### src/rtl/waypoint_agent_step_defines.svh
// Assertion macros shared by the waypoint agent RTL.
`ifndef WAYPOINT_AGENT_STEP_DEFINES_SVH
`define WAYPOINT_AGENT_STEP_DEFINES_SVH

// Checked at every clock edge outside reset.
`define WAS_ASSERT(label, prop, msg) \
   label: assert property (@(posedge clock) disable iff (reset) prop) \
      else $error(msg);

// Checked at every clock edge, reset included.
`define WAS_ASSERT_ALWAYS(label, prop, msg) \
   label: assert property (@(posedge clock) prop) else $error(msg);

`endif

### src/rtl/was_pkg.sv
package was_pkg;

   localparam int WAYPOINT_SLOTS = 16;
   localparam int COORD_BITS     = 16;

   localparam int IDX_W   = (WAYPOINT_SLOTS > 1) ? $clog2(WAYPOINT_SLOTS) : 1;
   localparam int COUNT_W = $clog2(WAYPOINT_SLOTS + 1);
   localparam int DIFF_W  = COORD_BITS + 1;
   localparam int SQ_W    = 2 * DIFF_W;

   typedef logic signed [COORD_BITS-1:0] coord_type;
   typedef logic [COORD_BITS-1:0]        radius_type;
   typedef logic signed [DIFF_W-1:0]     diff_type;
   typedef logic [SQ_W-1:0]              square_type;

   typedef enum logic {
      FUNC_ADD  = 1'b0,
      FUNC_STEP = 1'b1
   } func_type;

   typedef enum logic {
      STATUS_OK   = 1'b0,
      STATUS_FULL = 1'b1
   } status_type;

   typedef struct packed {
      logic neg;
      logic move;
   } move_type;

   // One axis of a rounded unit step: move by the sign of d when 3*d^2 >= o^2.
   function automatic move_type step_move(input diff_type d, input square_type d_sq,
                                          input square_type o_sq);
      logic [SQ_W+1:0] d_sq3;
      move_type        mv;
      d_sq3   = {2'b00, d_sq} + {1'b0, d_sq, 1'b0};
      mv.move = (d != '0) && (d_sq3 >= {2'b00, o_sq});
      mv.neg  = d[DIFF_W-1];
      return mv;
   endfunction

   function automatic coord_type apply_move(input coord_type c, input move_type mv);
      coord_type res;
      res = c;
      if (mv.move) begin
         if (mv.neg) begin
            res = c - coord_type'(1);
         end else begin
            res = c + coord_type'(1);
         end
      end
      return res;
   endfunction

endpackage

### src/rtl/waypoint_agent_step.sv
// Waypoint agent, one step per word.
//
// Input channel (req_*): req_func selects the operation. An add word appends
// waypoint (req_wp_x, req_wp_y, req_wp_r) to a circular queue; a step word
// gives the agent position (req_cur_x, req_cur_y) and may pull the next
// waypoint in as destination, then moves one unit step toward it.
// Result channel (rsp_*): exactly one result word per input word, in order,
// with the desired position, has_destination and status (queue full on add).
// A word is accepted on a rising edge with valid high and stall low.
//
// A word passes through one input register, then the queue access, squares
// and compares into the result register. Throughput is one word per cycle
// while the result channel is not stalled; the queue and destination
// registers are updated in the same cycle as the result register, so the
// next word sees them at once. The result register lets a new word enter
// while a finished result waits for the receiver.
// While rsp_stall is high the result holds, the input register fills and
// then req_stall rises; nothing is lost. Synchronous reset empties the queue,
// clears the destination and drops any word in flight.
`include "waypoint_agent_step_defines.svh"

module waypoint_agent_step (
   input  logic                                clock,
   input  logic                                reset,
   input  logic                                req_valid,
   output logic                                req_stall,
   input  logic                                req_func,
   input  logic signed [was_pkg::COORD_BITS-1:0] req_cur_x,
   input  logic signed [was_pkg::COORD_BITS-1:0] req_cur_y,
   input  logic signed [was_pkg::COORD_BITS-1:0] req_wp_x,
   input  logic signed [was_pkg::COORD_BITS-1:0] req_wp_y,
   input  logic        [was_pkg::COORD_BITS-1:0] req_wp_r,
   output logic                                rsp_valid,
   input  logic                                rsp_stall,
   output logic signed [was_pkg::COORD_BITS-1:0] rsp_desired_x,
   output logic signed [was_pkg::COORD_BITS-1:0] rsp_desired_y,
   output logic                                rsp_has_destination,
   output logic                                rsp_status
);

   // Input register
   logic                 in_valid_ff;
   logic                 in_valid_in;
   was_pkg::func_type    in_func_ff;
   was_pkg::coord_type   in_cur_x_ff;
   was_pkg::coord_type   in_cur_y_ff;
   was_pkg::coord_type   in_wp_x_ff;
   was_pkg::coord_type   in_wp_y_ff;
   was_pkg::radius_type  in_wp_r_ff;

   // Queue and destination state
   was_pkg::coord_type   ring_x_ff [was_pkg::WAYPOINT_SLOTS];
   was_pkg::coord_type   ring_y_ff [was_pkg::WAYPOINT_SLOTS];
   was_pkg::radius_type  ring_r_ff [was_pkg::WAYPOINT_SLOTS];
   logic [was_pkg::IDX_W-1:0]   head_ff;
   logic [was_pkg::IDX_W-1:0]   head_in;
   logic [was_pkg::COUNT_W-1:0] count_ff;
   logic [was_pkg::COUNT_W-1:0] count_in;
   was_pkg::coord_type   target_x_ff;
   was_pkg::coord_type   target_y_ff;
   was_pkg::radius_type  target_r_ff;
   was_pkg::coord_type   target_x_in;
   was_pkg::coord_type   target_y_in;
   was_pkg::radius_type  target_r_in;
   logic                 target_valid_ff;
   logic                 target_valid_in;

   // Ring write port
   logic                 ring_we;
   was_pkg::coord_type   ring_x_in;
   was_pkg::coord_type   ring_y_in;
   was_pkg::radius_type  ring_r_in;

   // Result register
   logic                 rsp_valid_ff;
   was_pkg::coord_type   rsp_x_ff;
   was_pkg::coord_type   rsp_y_ff;
   logic                 rsp_dest_ff;
   was_pkg::status_type  rsp_status_ff;
   was_pkg::coord_type   rsp_x_in;
   was_pkg::coord_type   rsp_y_in;
   was_pkg::status_type  rsp_status_in;

   // Datapath
   logic                 advance;
   logic                 req_accept;
   logic                 is_add;
   logic                 queue_full;
   logic                 queue_empty;
   logic [was_pkg::COUNT_W:0]   tail_sum;
   logic [was_pkg::IDX_W-1:0]   tail_idx;
   logic [was_pkg::IDX_W-1:0]   head_next;
   was_pkg::coord_type   front_x;
   was_pkg::coord_type   front_y;
   was_pkg::radius_type  front_r;
   was_pkg::diff_type    dx;
   was_pkg::diff_type    dy;
   was_pkg::diff_type    fdx;
   was_pkg::diff_type    fdy;
   logic signed [was_pkg::SQ_W-1:0] dx_sq_s;
   logic signed [was_pkg::SQ_W-1:0] dy_sq_s;
   logic signed [was_pkg::SQ_W-1:0] fdx_sq_s;
   logic signed [was_pkg::SQ_W-1:0] fdy_sq_s;
   was_pkg::square_type  dx_sq;
   was_pkg::square_type  dy_sq;
   was_pkg::square_type  fdx_sq;
   was_pkg::square_type  fdy_sq;
   logic [2*was_pkg::COORD_BITS-1:0] r_sq;
   logic [was_pkg::SQ_W:0]           dist_sq;
   logic                 arrived;
   logic                 take_front;
   was_pkg::move_type    mv_x_cur;
   was_pkg::move_type    mv_y_cur;
   was_pkg::move_type    mv_x_front;
   was_pkg::move_type    mv_y_front;
   was_pkg::move_type    mv_x;
   was_pkg::move_type    mv_y;

   // Handshake
   assign advance     = in_valid_ff && (!rsp_valid_ff || !rsp_stall);
   assign req_stall   = in_valid_ff && !advance;
   assign req_accept  = req_valid && !req_stall;
   assign in_valid_in = req_accept || (in_valid_ff && !advance);

   // Queue pointers
   assign is_add      = (in_func_ff == was_pkg::FUNC_ADD);
   assign queue_full  = (count_ff == was_pkg::COUNT_W'(was_pkg::WAYPOINT_SLOTS));
   assign queue_empty = (count_ff == '0);
   assign tail_sum    = (was_pkg::COUNT_W+1)'(head_ff) + (was_pkg::COUNT_W+1)'(count_ff);
   assign tail_idx    = (tail_sum >= (was_pkg::COUNT_W+1)'(was_pkg::WAYPOINT_SLOTS))
                      ? was_pkg::IDX_W'(tail_sum - (was_pkg::COUNT_W+1)'(was_pkg::WAYPOINT_SLOTS))
                      : was_pkg::IDX_W'(tail_sum);
   assign head_next   = (head_ff == was_pkg::IDX_W'(was_pkg::WAYPOINT_SLOTS - 1))
                      ? '0 : head_ff + 1'b1;

   assign front_x = ring_x_ff[head_ff];
   assign front_y = ring_y_ff[head_ff];
   assign front_r = ring_r_ff[head_ff];

   // Distances to the held destination and to the queue front, side by side
   assign dx  = was_pkg::DIFF_W'(target_x_ff) - was_pkg::DIFF_W'(in_cur_x_ff);
   assign dy  = was_pkg::DIFF_W'(target_y_ff) - was_pkg::DIFF_W'(in_cur_y_ff);
   assign fdx = was_pkg::DIFF_W'(front_x) - was_pkg::DIFF_W'(in_cur_x_ff);
   assign fdy = was_pkg::DIFF_W'(front_y) - was_pkg::DIFF_W'(in_cur_y_ff);

   assign dx_sq_s  = dx * dx;
   assign dy_sq_s  = dy * dy;
   assign fdx_sq_s = fdx * fdx;
   assign fdy_sq_s = fdy * fdy;
   assign dx_sq    = dx_sq_s;
   assign dy_sq    = dy_sq_s;
   assign fdx_sq   = fdx_sq_s;
   assign fdy_sq   = fdy_sq_s;
   assign r_sq     = target_r_ff * target_r_ff;

   assign dist_sq    = {1'b0, dx_sq} + {1'b0, dy_sq};
   assign arrived    = target_valid_ff && (dist_sq < (was_pkg::SQ_W+1)'(r_sq));
   assign take_front = !is_add && (arrived || !target_valid_ff) && !queue_empty;

   assign mv_x_cur   = was_pkg::step_move(dx, dx_sq, dy_sq);
   assign mv_y_cur   = was_pkg::step_move(dy, dy_sq, dx_sq);
   assign mv_x_front = was_pkg::step_move(fdx, fdx_sq, fdy_sq);
   assign mv_y_front = was_pkg::step_move(fdy, fdy_sq, fdx_sq);

   always_comb begin
      mv_x            = take_front ? mv_x_front : mv_x_cur;
      mv_y            = take_front ? mv_y_front : mv_y_cur;
      target_x_in     = target_x_ff;
      target_y_in     = target_y_ff;
      target_r_in     = target_r_ff;
      target_valid_in = target_valid_ff;
      head_in         = head_ff;
      count_in        = count_ff;
      ring_we         = 1'b0;
      ring_x_in       = in_wp_x_ff;
      ring_y_in       = in_wp_y_ff;
      ring_r_in       = in_wp_r_ff;
      rsp_x_in        = in_cur_x_ff;
      rsp_y_in        = in_cur_y_ff;
      rsp_status_in   = was_pkg::STATUS_OK;
      if (is_add) begin
         if (queue_full) begin
            rsp_status_in = was_pkg::STATUS_FULL;
         end else begin
            ring_we  = 1'b1;
            count_in = count_ff + 1'b1;
         end
      end else begin
         if (take_front) begin
            // Rotate the old destination to the back; a missing one is dropped.
            if (target_valid_ff) begin
               ring_we   = 1'b1;
               ring_x_in = target_x_ff;
               ring_y_in = target_y_ff;
               ring_r_in = target_r_ff;
            end else begin
               count_in = count_ff - 1'b1;
            end
            head_in         = head_next;
            target_x_in     = front_x;
            target_y_in     = front_y;
            target_r_in     = front_r;
            target_valid_in = 1'b1;
         end
         if (target_valid_in) begin
            rsp_x_in = was_pkg::apply_move(in_cur_x_ff, mv_x);
            rsp_y_in = was_pkg::apply_move(in_cur_y_ff, mv_y);
         end
      end
   end

   always_ff @(posedge clock) begin
      if (req_accept) begin
         in_func_ff  <= was_pkg::func_type'(req_func);
         in_cur_x_ff <= req_cur_x;
         in_cur_y_ff <= req_cur_y;
         in_wp_x_ff  <= req_wp_x;
         in_wp_y_ff  <= req_wp_y;
         in_wp_r_ff  <= req_wp_r;
      end
      if (advance) begin
         rsp_x_ff      <= rsp_x_in;
         rsp_y_ff      <= rsp_y_in;
         rsp_dest_ff   <= target_valid_in;
         rsp_status_ff <= rsp_status_in;
      end
      if (advance && ring_we) begin
         ring_x_ff[tail_idx] <= ring_x_in;
         ring_y_ff[tail_idx] <= ring_y_in;
         ring_r_ff[tail_idx] <= ring_r_in;
      end
   end

   always_ff @(posedge clock) begin
      if (reset) begin
         in_valid_ff     <= 1'b0;
         rsp_valid_ff    <= 1'b0;
         head_ff         <= '0;
         count_ff        <= '0;
         target_x_ff     <= '0;
         target_y_ff     <= '0;
         target_r_ff     <= '0;
         target_valid_ff <= 1'b0;
      end else begin
         in_valid_ff <= in_valid_in;
         if (advance) begin
            rsp_valid_ff    <= 1'b1;
            head_ff         <= head_in;
            count_ff        <= count_in;
            target_x_ff     <= target_x_in;
            target_y_ff     <= target_y_in;
            target_r_ff     <= target_r_in;
            target_valid_ff <= target_valid_in;
         end else if (!rsp_stall) begin
            rsp_valid_ff <= 1'b0;
         end
      end
   end

   assign rsp_valid           = rsp_valid_ff;
   assign rsp_desired_x       = rsp_x_ff;
   assign rsp_desired_y       = rsp_y_ff;
   assign rsp_has_destination = rsp_dest_ff;
   assign rsp_status          = rsp_status_ff;

   `WAS_ASSERT(a_count_range, count_ff <= was_pkg::COUNT_W'(was_pkg::WAYPOINT_SLOTS), "waypoint count beyond slots")
   `WAS_ASSERT(a_dest_sticky, target_valid_ff |=> target_valid_ff, "destination lost")
   `WAS_ASSERT(a_add_count, advance && is_add && !queue_full |=> count_ff == $past(count_ff) + 1'b1, "add did not grow queue")
   `WAS_ASSERT_ALWAYS(a_stall_busy, req_stall |-> in_valid_ff, "stall with empty input register")

endmodule

### config.mk
export PLATFORM = sky130hd
export DESIGN_NAME = waypoint_agent_step
export DESIGN_NICKNAME = d
export VERILOG_FILES = /design/src/rtl/was_pkg.sv /design/src/rtl/waypoint_agent_step.sv
export VERILOG_INCLUDE_DIRS = /design/src /design/src/rtl
export SDC_FILE = /design/constraint.sdc
export NUM_CORES = 2
export LEC_CHECK = 0
export BUFFER_PORTS_ARGS = -buffer_cell sky130_fd_sc_hd__buf_2
export CAP_MARGIN = 25
export CORE_MARGIN = 1.5
export CORE_UTILIZATION = 66
export CTS_BUF_LIST = sky130_fd_sc_hd__clkbuf_2 sky130_fd_sc_hd__clkbuf_4 sky130_fd_sc_hd__clkbuf_8
export DETAILED_ROUTE_END_ITERATION = 8
export PLACE_DENSITY = 0.86
export SETUP_SLACK_MARGIN = 0.02
export SLEW_MARGIN = 20
export SYNTH_ARGS = -nofsm -noshare
export SYNTH_HDL_FRONTEND = slang
export SYNTH_SLANG_ARGS = --single-unit
export TNS_END_PERCENT = 5
### constraint.sdc
create_clock -name clock -period 25.9 [get_ports clock]
set_input_delay 1.295 -clock clock [delete_from_list [all_inputs] [get_ports clock]]
set_output_delay 1.295 -clock clock [all_outputs]
set_load 0.005 [all_outputs]
Word-level counts from Yosys, hierarchy flattened:

Memory sizes are Yosys's and may differ from the RTL's. A register that Yosys moved wholly into a read port is not among the register bits.
Index checks and enable logic that the tools add are counted.

* register bits: 159
* latch bits: 0
* memory bits (writable): 768
* bits in read-only memories: 0
* input bits: 85
* output and inout bits: 36
* logic and storage cells: 123
* memories: 3

Memory list
* ring_r_ff: depth 16, bits a word 16, rd ports 1, clocked after memory_dff 1, write ports 1, line waypoint_agent_step.sv:54 `was_pkg::radius_type ring_r_ff [was_pkg::WAYPOINT_SLOTS];`
* ring_x_ff: depth 16, bits a word 16, rd ports 1, clocked after memory_dff 1, write ports 1, line waypoint_agent_step.sv:52 `was_pkg::coord_type ring_x_ff [was_pkg::WAYPOINT_SLOTS];`
* ring_y_ff: depth 16, bits a word 16, rd ports 1, clocked after memory_dff 1, write ports 1, line waypoint_agent_step.sv:53 `was_pkg::coord_type ring_y_ff [was_pkg::WAYPOINT_SLOTS];`

* add/sub/neg operators: 18
* multipliers: 5
* divide/modulo/power cells: 0
* $lt $le $gt $ge: 6
* eq/ne operators: 6
* shifts and indexed selects: 0
* muxes and demuxes: 41
* bitwise logic cells: 0
* reductions and logical operators: 27

Operators with widths (number)
* 16-bit 2-to-1 mux: 17
* 34-bit by 35-bit adder with 36-bit output: 4
* 36-bit by 34-bit >= comparator with 1-bit output: 4
* 17-bit by 17-bit multiplier with 34-bit output: 4
* 17-bit nonzero test: 4
* 16-bit by 16-bit subtractor with 17-bit output: 4
* 34-bit by 34-bit adder with 35-bit output: 1
* 35-bit by 32-bit < comparator with 1-bit output: 1
* 16-bit by 2-bit adder with 16-bit output (second input constant): 2
* 16-bit by 16-bit multiplier with 32-bit output: 1
* 16-bit by 2-bit subtractor with 16-bit output (second input constant): 2
* 4-bit 2-to-1 mux: 6
* 5-bit 2-to-1 mux: 4
* 1-bit 2-to-1 mux: 12
* 1-bit logical AND: 11
* 4-bit by 5-bit adder with 6-bit output: 1
* 6-bit by 5-bit >= comparator with 1-bit output (second input constant): 1
* 1-bit zero test: 6
* 5-bit by 1-bit adder with 5-bit output (second input constant): 1
* 5-bit == test (second input constant): 1
* 5-bit zero test: 1
* 5-bit by 1-bit subtractor with 5-bit output (second input constant): 1
* 4-bit by 1-bit adder with 4-bit output (second input constant): 1
* 4-bit == test (second input constant): 1
* other kinds (7): 12

Longest topological paths before layout:

* depth after elaboration: 13
* mapped depth: 72
* gate-level depth less buffers: 71

Least setup slack after synthesis:

Ideal clock, no wire load.

* kind: register to register
* start point: register in_cur_x_ff[1]
* end point: register rsp_y_ff[15] (netlist: rsp_desired_y[15]) (data pin)
* setup time: 258 ps
* data arrival time: 14860 ps
* data required time: 25642 ps
* slack: 10782 ps
* stages on the path, launching flop included: 64
* buffers on the path: 0
* period minus slack after synthesis: 15118 ps
* path through: edfxtp_1 -> inv_1 -> ha_1 -> nor2b_1 -> o21a_1 -> o21ai_0 -> a211oi_1 -> o31ai_1 -> o21bai_1 -> a31o_2 -> o21ai_0 -> nand2b_1 -> xor2_1 -> clkinv_1 -> nor2_1 -> fa_1 -> fa_1 -> inv_1 -> (+28 left out) -> a211o_4 -> nand3_1 -> and2_1 -> ha_1 -> a21o_1 -> a21oi_1 -> o21ai_0 -> a21oi_1 -> o21ai_0 -> a21oi_1 -> o21bai_1 -> a2111oi_0 -> o41ai_1 -> nand3_1 -> nand2_1 -> nand3_1 -> or3b_1 -> xnor2_1

* cells in the longest elaborated chain, start to end: 13
* elaborated cells between the ends (all ways): 21
* classes of those cells: 3 x add/sub; 2 x mul; 3 x order compare; 7 x mux; 6 x reduce/logical

RTL lines
* start, declared: line waypoint_agent_step.sv:45 `was_pkg::coord_type in_cur_x_ff;`
* start signal, assigned: line waypoint_agent_step.sv:215 `in_cur_x_ff <= req_cur_x;`
* 16-bit by 16-bit subtractor with 17-bit output: line waypoint_agent_step.sv:141 `assign dx = was_pkg::DIFF_W'(target_x_ff) - was_pkg::DIFF_W'(in_cur_x_ff);`
* 17-bit by 17-bit multiplier with 34-bit output: line waypoint_agent_step.sv:146 `assign dx_sq_s = dx * dx;`
* 34-bit by 34-bit adder with 35-bit output: line waypoint_agent_step.sv:156 `assign dist_sq = {1'b0, dx_sq} + {1'b0, dy_sq};`
* 35-bit by 32-bit < comparator with 1-bit output: line waypoint_agent_step.sv:157 `assign arrived = target_valid_ff && (dist_sq < (was_pkg::SQ_W+1)'(r_sq));`
* 1-bit logical AND: line waypoint_agent_step.sv:157
* 1-bit logical OR: line waypoint_agent_step.sv:158 `assign take_front = !is_add && (arrived || !target_valid_ff) && !queue_empty;`
* 1-bit logical AND (2 in series): line waypoint_agent_step.sv:158
* 2-bit 2-to-1 mux: line waypoint_agent_step.sv:167 `mv_y = take_front ? mv_y_front : mv_y_cur;`
* 16-bit 2-to-1 mux: line was_pkg.sv:46 `if (mv.neg) begin`
* 16-bit 2-to-1 mux: line was_pkg.sv:45 `if (mv.move) begin`
* 16-bit 2-to-1 mux *: line waypoint_agent_step.sv:205 `if (target_valid_in) begin`
* 16-bit 2-to-1 mux *: line waypoint_agent_step.sv:181 `if (is_add) begin`
* net rsp_y_in[15]: line waypoint_agent_step.sv:81 `was_pkg::coord_type rsp_y_in;`
* end signal, assigned: line waypoint_agent_step.sv:223 `rsp_y_ff <= rsp_y_in;`
* end, declared: line waypoint_agent_step.sv:77 `was_pkg::coord_type rsp_y_ff;`

Mark *: on every way through the listed nets, which the timed path passes. The rest lies on a longest branch. The select of a mux whose other input is x is not followed.
A chain may end at the register's enable or synchronous reset.

Final worst setup path:

* start point: register in_cur_y_ff[1]
* end point: register rsp_x_ff[15] (netlist: rsp_desired_x[15]) (data pin)

* cells in the longest elaborated chain, start to end: 13
* elaborated cells between the ends (all ways): 21
* classes of those cells: 3 x add/sub; 2 x mul; 3 x order compare; 7 x mux; 6 x reduce/logical

RTL lines
* start, declared: line waypoint_agent_step.sv:46 `was_pkg::coord_type in_cur_y_ff;`
* start signal, assigned: line waypoint_agent_step.sv:216 `in_cur_y_ff <= req_cur_y;`
* 16-bit by 16-bit subtractor with 17-bit output: line waypoint_agent_step.sv:142 `assign dy = was_pkg::DIFF_W'(target_y_ff) - was_pkg::DIFF_W'(in_cur_y_ff);`
* 17-bit by 17-bit multiplier with 34-bit output: line waypoint_agent_step.sv:147 `assign dy_sq_s = dy * dy;`
* 34-bit by 34-bit adder with 35-bit output: line waypoint_agent_step.sv:156
* 35-bit by 32-bit < comparator with 1-bit output: line waypoint_agent_step.sv:157
* 1-bit logical AND: line waypoint_agent_step.sv:157
* 1-bit logical OR: line waypoint_agent_step.sv:158
* 1-bit logical AND (2 in series): line waypoint_agent_step.sv:158
* 2-bit 2-to-1 mux: line waypoint_agent_step.sv:166 `mv_x = take_front ? mv_x_front : mv_x_cur;`
* 16-bit 2-to-1 mux: line was_pkg.sv:46
* 16-bit 2-to-1 mux: line was_pkg.sv:45
* 16-bit 2-to-1 mux *: line waypoint_agent_step.sv:205
* 16-bit 2-to-1 mux *: line waypoint_agent_step.sv:181
* net rsp_x_in[15]: line waypoint_agent_step.sv:80 `was_pkg::coord_type rsp_x_in;`
* end signal, assigned: line waypoint_agent_step.sv:222 `rsp_x_ff <= rsp_x_in;`
* end, declared: line waypoint_agent_step.sv:76 `was_pkg::coord_type rsp_x_ff;`

Marks and branches as above.

==> summary.md <==
| Metric | Value |
|---|---|
| RSZ-0062 raised after global routing | `no` |
| Fraction of registers with async set/reset | `0%` |
| Core area | `0.1454 mm^2` |
| Worst path depth | `65` |
| Critical-path top delay cell | `a211oi_2` |
| WL met1 | `85840 um` |
| Synth-to-layout area growth | `6.066%` |
| Fin. Hold Viols | `0` |
| Routability Congestion | `0.9600` |
| Fmax | `55.54 MHz` |
| Chip Width | `385.2 um` |
| Max cap viols | `0` |
| Routed vias | `66.81k` |
| Die Y | `385.2 um` |
| Slew Viols, Final | `0` |
| Syn_nets | `10.98k` |
| Final HPWL DP | `183600 um` |
| Synth area leader | `edfxtp_1` |
| Crit Path Class | `reg -> reg` |
| Post-CTS Setup Bufs | `0` |
| Met3 WL | `22910 um` |
| Share of the synthesized area in the top cell type | `27.50%` |
| GRT Total Usage | `33.33%` |
| Hold path depth | `2` |
| H-tree depth | `3` |
| Skew final | `0.07660 ns` |
| Worst R2R Path Depth | `65` |
| Mapped Area | `0.09643 mm^2` |
| Largest net degree at the start of global routing | `61` |
| Met2 wire length | `120000 um` |
| GR Overflow Total | `0` |
| Filler Cell Count | `9703` |
| Crit share post-route | `69.52%` |
| NumNets Final | `11.14k` |
| CP endpoint kind | `flip-flop` |
| WP data arrival | `18.58 ns` |
| Clk Tree Root Cell | `clkbuf_8` |
| IO buf count | `120` |
| Synth Flop Type | `edfxtp_1` |
| Worst Path Buf+Inv | `5` |
| Fin crit period | `18.01 ns` |
| DR iter-0 viols | `5853` |
| Worst relative slew slack | `24.35%` |
| Mapped Avg Cell Area | `10.98 um^2` |
| Critical path's largest stage delay | `0.81 ns` |
| Hold-fix buffers, CTS | `0` |
| Clock buffer depth | `3` |
| Status | `finished, final reports clean` |
| Effective utilization at floorplan | `66.33%` |
| # DRC | `0` |
| Avg WL per Cell | `22.04 um` |
| Ys Warns | `0` |
| Hold WC Path Type | `reg -> reg` |
| Max Used Layer | `met5` |
| Synth cell types | `95` |
| TritonCTS clock tree | `built` |
| Worst endpoint required time | `26.47 ns` |
| Clock transition at path regs | `0.07 ns` |
| # rows | `140` |
| CP max FO | `17` |
| Resized cells post-CTS | `0` |
| Register area share after synthesis | `28.83%` |
| Share of cells above drive strength 1 | `8.805%` |
| Slew @ Worst Pin | `1.127 ns` |
| Most frequent CP cell | `o21ai_0` |
| Pre-antenna DRT Iters | `9` |
| IO Count | `121` |
| Final-report setup violation count | `0` |
| Vias in the first global route | `71.39k` |
| Initial antenna violation count | `8` |
| DR vias/cell | `6.096` |
| Area contributors post-synth | `edfxtp_1 (27%), fa_1 (26%), ha_1 (11%)` |
| CP Launch Type | `flip-flop` |
| Top-count cell post-synth | `inv_1` |
| Num CTS Buffers | `119` |
| Post-synth EDFFs | `883` |
| Die ar. | `0.1484 mm^2` |
| Clk sinks | `947` |
| Mapped Cells | `8783` |
| First-pass GRT wire length | `380000 um` |
| Most frequent cells after synthesis | `inv_1 (1881), fa_1 (1258), edfxtp_1 (883)` |
| Setup TNS | `0 ns` |
| ANT nets after route | `0` |
| Final WL | `241500 um` |
| Clock latency at the later pin of the worst-skew pair | `0.88 ns` |
| CP delay by family, top | `compound AO/OA/AOI/OAI gates` |
| Seq cells post-synth | `947` |
[cell usage in the layout (no fill, tap or decap), drive strengths merged, types with 175 or more instances in the layout]
master	instances
a21o	175
buf	228
a21oi	385
nor2	567
fa	1258
xnor2	299
ha	857
mux4	231
inv	1892
edfxtp	883
nand2	632
o21ai	205
[registers in the layout, summed over array words and instances (netlist names), 4 cells and up, named ones only]
name           cells
count_ff           5
rsp_desired_y     16
target_r_ff       16
in_wp_r_ff        16
ring_y_ff        256
target_y_ff       16
in_wp_y_ff        16
ring_x_ff        256
rsp_desired_x     16
in_wp_x_ff        16
in_cur_y_ff       16
ring_r_ff        256
head_ff            4
in_cur_x_ff       16
target_x_ff       16
[final timing paths]
| kind | from | end | slack [ns] |
|---|---|---|---|
| hold / removal | target_x_ff[0] | target_x_ff[0] | 0.46 |
| hold reg to reg | target_x_ff[0] | target_x_ff[0] | 0.46 |
| setup reg to reg | in_cur_y_ff[1] | rsp_desired_x[15] | 7.89 |
| setup / recovery | in_cur_y_ff[1] | rsp_desired_x[15] | 7.89 |
[per-stage QoR]
step | hold slack [ns] | std cells | worst slack (ns) | cell area [um^2] | utilization (%)
after floorplan | 0.4363 | 8783 | 10.78 | 96430 | -
after global placement | 0.4450 | 10730 | 8.816 | 99650 | 68.54
after detailed placement | 0.4551 | 10730 | 8.374 | 99650 | 68.54
after CTS | 0.4654 | 10950 | 8.233 | 102200 | 70.29
after global routing | 0.4935 | 10960 | 7.035 | 102300 | 70.35
final | 0.4641 | 10960 | 7.894 | 102300 | 70.35
[metal layers]
layer	up-vias	global-route usage (%)
met4	4	15.66
met2	3484	56.80
met1	33250	41.40
li1	29210	-
met5	-	0
met3	861	5.992
[layout make-up]
cell class	count	area, um^2	share of cell area [%]
well taps	1917	2399	2.345
clock buffers	148	1918	1.875
flip-flops and latches	947	27810	27.19
repair buffers	230	1458	1.425
multi-input cells	5739	60940	59.59
clock inverters	78	619.3	0.6055
inverters	1898	7124	6.966
diodes	2	5.005	0.004893
[worst register-to-register path: cells and delay by family, from the launching register on]
| family | cells | cell delay (ns) |
|---|---|---|
| AOI/OAI and AO/OA | 30 | 7.28 |
| buffers and inverters | 5 | 0.89 |
| DFF | 1 | 0.46 |
| and+or+nand+nor | 15 | 2.84 |
| adders and majority gates | 11 | 4.67 |
| xor gates and xnor gates | 4 | 1.62 |
[logic make-up (layout without fill, tap and decap cells)]
| group | count (synthesis) | in the layout | share of synthesized area [%] |
|---|---|---|---|
| and+or+nand+nor | 1772 | 1772 | 8.294 |
| AOI/OAI and AO/OA | 1149 | 1149 | 7.633 |
| xor gates and xnor gates | 418 | 418 | 3.812 |
| DFF | 947 | 947 | 28.83 |
| muxes | 285 | 285 | 6.008 |
| other | 0 | 2 | 0 |
| adders and majority gates | 2115 | 2115 | 37.24 |
| buffers and inverters | 2097 | 2354 | 8.191 |
Power is not shown: default switching activity piles up to over one toggle a cycle in this logic, so the estimate is an artifact.
